--- config.mk ---
export PLATFORM = sky130hd
export DESIGN_NAME = prd_normalize
export DESIGN_NICKNAME = d
export VERILOG_FILES = /design/src/prd_pkg.sv /design/src/prd_normalize.sv
export SDC_FILE = /design/constraint.sdc
export NUM_CORES = 1
export LEC_CHECK = 0
export CORE_UTILIZATION = 40
export CTS_CLUSTER_SIZE = 24
export DETAILED_ROUTE_END_ITERATION = 12
export DONT_BUFFER_PORTS = 1
export PLACE_DENSITY = 0.51
export SETUP_SLACK_MARGIN = 0.5
export SLEW_MARGIN = 20
export SYNTH_ARGS = -nofsm -noshare
export SYNTH_HDL_FRONTEND = slang
export SYNTH_SLANG_ARGS = --single-unit
--- constraint.sdc ---
create_clock -name clock -period 26.8 [get_ports clock]
set_input_delay 5.36 -clock clock [delete_from_list [all_inputs] [get_ports clock]]
set_output_delay 5.36 -clock clock [all_outputs]
set_load 0.03 [all_outputs]
--- src/prd_pkg.sv ---
// Shared types, widths and constants of the perspective ray direction core.
package prd_pkg;

   localparam int HALF_VIEW_BITS = 16;
   localparam int BASIS_BITS     = 48;
   localparam int ENTRY_BITS     = 16;
   localparam int LOC_BITS       = 26;
   localparam int LOCAL_FRAC     = 20;
   localparam int BASIS_FRAC     = 14;
   localparam int PROD_BITS      = ENTRY_BITS + LOC_BITS;
   localparam int ACC_BITS       = PROD_BITS + 2;
   localparam int W_BITS         = 30;
   localparam int S_BITS         = 2 * W_BITS;
   localparam int NORM_BITS      = 64;
   localparam int LSH_BITS       = 6;
   localparam int M_BITS         = 32;
   localparam int MANT_FRAC      = 30;
   localparam int T_BITS         = M_BITS + 2;
   localparam int P_BITS         = W_BITS + M_BITS;
   localparam int RP_BITS        = 6;
   localparam int CSR_IDX_BITS   = 3;

   typedef enum logic [CSR_IDX_BITS-1:0] {
      CSR_HALF_VIEW_X = 3'd0,
      CSR_HALF_VIEW_Y = 3'd1,
      CSR_BASIS_RIGHT = 3'd2,
      CSR_BASIS_UP    = 3'd3,
      CSR_BASIS_BACK  = 3'd4
   } csr_index_type;

   typedef struct packed {
      logic                     valid;
      logic                     zero;
      logic [LSH_BITS-1:0]      lsh;
      logic signed [W_BITS-1:0] wx;
      logic signed [W_BITS-1:0] wy;
      logic signed [W_BITS-1:0] wz;
   } ray_tag_type;

   function automatic logic [M_BITS-1:0] seed_value(input logic [1:0] idx);
      logic [M_BITS-1:0] seed;
      case (idx)
         2'd2:    seed = M_BITS'(32'd41878 << 14);
         2'd3:    seed = M_BITS'(32'd35258 << 14);
         default: seed = M_BITS'(32'd55378 << 14);
      endcase
      return seed;
   endfunction

endpackage

--- src/prd_normalize.sv ---
// Even-shift normalization of the squared length, two stages.
module prd_normalize import prd_pkg::*; (
   input  logic              clock,
   input  logic              reset,
   input  logic              en,
   input  ray_tag_type       tag_i,
   input  logic [S_BITS-1:0] s_i,
   output ray_tag_type       tag_o,
   output logic [M_BITS-1:0] m_o
);

   logic [NORM_BITS-1:0] v1_in, v1_ff, v2_in, v2_ff;
   logic [LSH_BITS-1:0]  l1_in, l2_in;
   ray_tag_type          tag1_ff, tag2_ff, tag1_in, tag2_in;

   always_comb begin
      v1_in = NORM_BITS'(s_i);
      l1_in = '0;
      if (v1_in[63:32] == '0) begin
         v1_in = v1_in << 32;
         l1_in = l1_in + LSH_BITS'(32);
      end
      if (v1_in[63:48] == '0) begin
         v1_in = v1_in << 16;
         l1_in = l1_in + LSH_BITS'(16);
      end
      if (v1_in[63:56] == '0) begin
         v1_in = v1_in << 8;
         l1_in = l1_in + LSH_BITS'(8);
      end
      tag1_in      = tag_i;
      tag1_in.lsh  = l1_in;
      tag1_in.zero = (s_i == '0);
   end

   always_comb begin
      v2_in = v1_ff;
      l2_in = tag1_ff.lsh;
      if (v2_in[63:60] == '0) begin
         v2_in = v2_in << 4;
         l2_in = l2_in + LSH_BITS'(4);
      end
      if (v2_in[63:62] == '0) begin
         v2_in = v2_in << 2;
         l2_in = l2_in + LSH_BITS'(2);
      end
      tag2_in     = tag1_ff;
      tag2_in.lsh = l2_in;
   end

   always_ff @(posedge clock) begin
      if (reset) begin
         tag1_ff.valid <= 1'b0;
         tag2_ff.valid <= 1'b0;
      end else if (en) begin
         v1_ff   <= v1_in;
         tag1_ff <= tag1_in;
         v2_ff   <= v2_in;
         tag2_ff <= tag2_in;
      end
   end

   assign tag_o = tag2_ff;
   assign m_o   = v2_ff[NORM_BITS-1 -: M_BITS];

endmodule

# Yosys cells after proc, flatten, opt, wreduce, memory -nomap -nowiden
# Index checks and enable logic that the tools add are counted.
[word_totals]
register_bits = 322
input_bits = 161
elab_cells = 37
output_inout_bits = 130
[classes]
add_sub_neg = 4
muxes = 10
n_reduce_logical = 7
bitwise_logic = 1
[ops]
columns = ["cell", "n"]
rows = [
  ["$mux W64", 5],
  ["$logic_not A60 Y1", 1],
  ["$mux W6", 5],
  ["$logic_not A28 Y1", 1],
  ["$logic_not A16 Y1", 1],
  ["$logic_not A8 Y1", 1],
  ["$add A6 B2 Y6 const B", 1],
  ["$add A6 B3 Y6 const B", 1],
  ["$add A6 B4 Y6 const B", 1],
  ["$add A6 B5 Y6 const B", 1],
  ["$logic_not A4 Y1", 1],
  ["$logic_not A2 Y1", 1],
  ["$reduce_and A2 Y1", 1],
  ["$not A1 Y1", 1],
]

# Logic depth before layout (Yosys ltp)
[depth]
ltp_word = 6
depth_mapped = 9
mapped_depth_nobuf = 7

# Least setup slack after synthesis
# OpenSTA, ideal clock, no wires.
[synth_timing]
kind = "input -> register"
start = "input port reset"
end = "register tag1_ff[0] (netlist bit) (enable)"
slack_ns = 9.024
t_arrival_ns = 16.855
stages = 1
path_buffers = 0
required_time_ns = 25.879
setup_ns = 0.921
cell_sequence = "nor2b_1"
[synth_between]
elab_chain_cells = 2
[synth_rtl]
columns = ["item", "line", "text"]
rows = [
  ["from (decl)", "prd_normalize.sv:4", "input logic reset,"],
  ["$not A1 Y1 (no line)", "--", ""],
  ["$reduce_and A2 Y1 (no line)", "--", ""],
  ["to (signal assigned)", "prd_normalize.sv:57", "tag1_ff <= tag1_in;"],
  ["to (decl)", "prd_normalize.sv:14", "ray_tag_type tag1_ff, tag2_ff, tag1_in, tag2_in;"],
]
# No other way between the ends.
# A chain may end at the register's enable or synchronous reset.

# Final worst setup path
[layout_timing]
start = "input port s_i[48]"
end = "register v1_ff[58] (data pin)"
[layout_between]
elab_chain_cells = 6
[layout_rtl]
columns = ["item", "line", "text"]
rows = [
  ["from (decl)", "prd_normalize.sv:7", "input logic [S_BITS-1:0] s_i,"],
  ["$logic_not A28 Y1", "prd_normalize.sv:19", "if (v1_in[63:32] == '0) begin"],
  ["$mux W64 *", "prd_normalize.sv:19", ""],
  ["$logic_not A16 Y1", "prd_normalize.sv:23", "if (v1_in[63:48] == '0) begin"],
  ["$mux W64 *", "prd_normalize.sv:23", ""],
  ["$logic_not A8 Y1", "prd_normalize.sv:27", "if (v1_in[63:56] == '0) begin"],
  ["$mux W64 *", "prd_normalize.sv:27", ""],
  ["named net v1_in[58]", "prd_normalize.sv:12", "logic [NORM_BITS-1:0] v1_in, v1_ff, v2_in, v2_ff;"],
  ["to (signal assigned)", "prd_normalize.sv:56", "v1_ff <= v1_in;"],
  ["to (decl)", "prd_normalize.sv:12", ""],
]
# Mark *: on every way through the listed nets, which the timed path passes. The rest lies on a longest branch.

==> results.md <==
- Antenna cells: 0
- Register area: 7850 µm²
- Worst R2R Start: v1_ff[62]
- DIE WIDTH: 161 µm
- CTS buffer count: 28
- Slowest stage delay, CP: 0.86 ns
- Worst setup path class: in2reg
- Initial antenna violation count: 0
- Int Power: 728 µW
- Routed vias: 5244
- Slew headroom: 32.6%
- GP Congestion: 0.904
- Setup slack after layout: 18.14 ns
- #FFs+latches synth: 262
- Hold Crit Start: tag1_ff[20]
- Worst Skew: 0.0127 ns
- Sequential cell area fraction in the yosys report: 77.1%
- Synthesized cell area: 10200 µm²
- Largest net degree at the start of global routing: 88
- Die H: 161 µm
- Largest delay share family, worst path: simple AND/OR/NAND/NOR gates
- Required time of the critical path: 27.08 ns
- Max-slew violation count: 0
- Syn nets: 741
- Clock Latency Late Sink: 0.53 ns
- Drt total wl: 23.9 mm
- Final Hold Vio Count: 0
- Hold EP: tag_o[20]
- Critical path depth: 6
- Setup slack at placement: 17.61 ns
- CTS tree: done
- Avg Synthesized Cell Area: 17.5 µm²
- Reg2reg path depth: 7
- Via-to-Cell Ratio: 5.58
- Top cells by area, synth: edfxtp_1 (77%), mux2i_1 (8.1%), nor2_1 (1.7%), o22ai_1 (1.1%), mux4_1 (1.0%)
- Hold-fix buffers, CTS: 0
- Tcrit/Tclk final: 32.3%
- First-pass GRT wire length: 34.2 mm
- Period minus WS final: 8.66 ns
- Reg-to-reg endpoint: v2_ff[49]
- R2r setup slk: 23.33 ns
- Core area: 24600 µm²
- Top-count cell post-synth: edfxtp_1
- Post-route ant nets: 0
- Layout Nets: 755
- Clock sinks: 262
- CP cell instances: nor4_1, and4_1, nand2_1, o221ai_4, inv_2, a221o_1
- Resize count post-CTS: 0
- Die ar.: 26100 µm²
- Root buffer cell: clkbuf_16
- Power share of the clock group: 42.8%
- Finished Layout Cells: 939
- Placed insts: 888
- Global route overflow: 0
- Drt drc: 0
- Pwr dens: 79.9 nW/µm²
- Multi-input gate area: 2200 µm²
- Layout cells sized above 1: 10.6%
- Drt initial violations: 614
- Count of input and output buffers: 0
- Worst-path clk slew: 0.06 ns
- Detailed Place HPWL: 17.5 mm
- Gate Count Post-Synth: 580
- Synth warn: 0
- Fmax: 115 MHz
- Hold Crit Depth: 0
- Sequential Power Share: 54.2%
- Async SR Flop Fraction: 0%
- Leakage: 0.00394 µW
- Starting density of the core: 41.3%
- P&R area growth vs syn: 13.0%
- Final setup viols: 0
- # IOs: 291
- Post-synth cell types: 49
- Critical path arrival: 8.94 ns
- Clock Path Buffers: 3
- CP max-delay cell: o221ai_4
- Sw Pwr: 191 µW
- Vias in the first global route: 5320
- Final core utilization: 46.7%
- Cell Rows: 57
- Postcts setup bufs: 0
- Worst-path fanout max: 26
- Hold Crit Class: reg2reg
- Post-synth top area cell: edfxtp_1
- Avg WL per Cell: 25.5 µm
- H-tree depth: 1
- Max-cap violation count: 0
- Synth top cells by count: edfxtp_1 (260), mux2i_1 (82), nor2_1 (46)
- Critical Path End Type: flip-flop
- Drt pass-1 iters: 6
- Comb power frac: 3.1%
- Top_reg_cell synth: edfxtp_1
- RSZ-0062 raised after global routing: false
- # fillers: 2140
- GR Util All Layers: 17.7%
- Synth top area share: 76.8%
- Setup crit start kind: input pin
- EDFF count, synth: 260
- Buffers & Inverters on Critical Path: 1
- Run status: finished, final reports clean
- Peak VDD IR: 0.0000497 V
- Sum Neg Setup Slack: 0 ns
- Switch share: 20.8%
- Tightest Pin Transition: 1.01 ns
power by group through the flow:
stage               registers [µW]  clock network [µW]  logic, µW
global route                   499                 417       31.4
detailed placement             507                   0       28.7
floorplan                      509                   0       21.7
CTS                            498                 403       28.8
finish                         497                 393       28.3
global placement               505                   0       28.2
flip-flops by register name (all words and copies together), names as in the netlist:
signal	count
v2_ff	32
v1_ff	38
tag1_ff	95
tag_o	97
routing by layer:
layer | part of all wire [%] | wire length [µm] | vias up | GRT usage, %
li1 | - | - | 2354 | -
met1 | 39 | 9390 | 2508 | 21.9
met2 | 47 | 11200 | 338 | 28.7
met3 | 11 | 2560 | 44 | 5.78
met4 | 3.2 | 754 | 0 | 7.03
met5 | 0 | 0 | - | 0
how the worst max path moves through the flow:
| stage | from | slack [ns] | to |
|---|---|---|---|
| after floorplan | reset | 9.02 | tag1_ff[0] |
| after global placement | s_i[48] | 17.65 | v1_ff[58] |
| after detailed placement | s_i[48] | 17.61 | v1_ff[58] |
| after CTS | s_i[48] | 18.17 | v1_ff[58] |
| after global routing | s_i[48] | 18.01 | v1_ff[58] |
| final | s_i[48] | 18.14 | v1_ff[58] |
stage by stage:
stage / hold WS [ns] / cell area (µm²) / total power [µW]
6_report: 0.408 / 11500 / 918
5_1_grt: 0.419 / 11500 / 948
4_1_cts: 0.412 / 11500 / 930
3_5_place_dp: 0.405 / 10500 / 535
3_3_place_gp: 0.400 / 10500 / 533
2_1_floorplan: 0.400 / 10200 / 531
cell usage in the layout (no fill, tap or decap), types with 6 or more instances in the layout:
cell type / count
nor2_1: 46
buf_4: 6
a21oi_1: 16
o21a_1: 13
clkinv_2: 7
inv_1: 6
nand2_1: 10
clkbuf_16: 28
edfxtp_1: 260
mux2i_1: 82
o21ai_0: 18
o22ai_1: 18
nor4_1: 11
and2_1: 10
a221oi_1: 6
area by class of cell:
cell class / count / area share [%]
sequential: 262 / 68.3
timing repair buffer: 6 / 0.392
clock buffer: 28 / 6.10
clock inverter: 23 / 2.31
inverter: 8 / 0.261
multi-input combinational: 288 / 19.1
tap: 324 / 3.53
cell families after synthesis:
| kind of cell | share of synthesized area (%) |
|---|---|
| and+or+nand+nor | 5.12 |
| AOI/OAI and AO/OA | 6.79 |
| other | 0.0369 |
| buffers and inverters | 1.37 |
| DFF | 77.1 |
| muxes | 9.54 |
No activity file was read; power rests on OpenSTA's default activity.
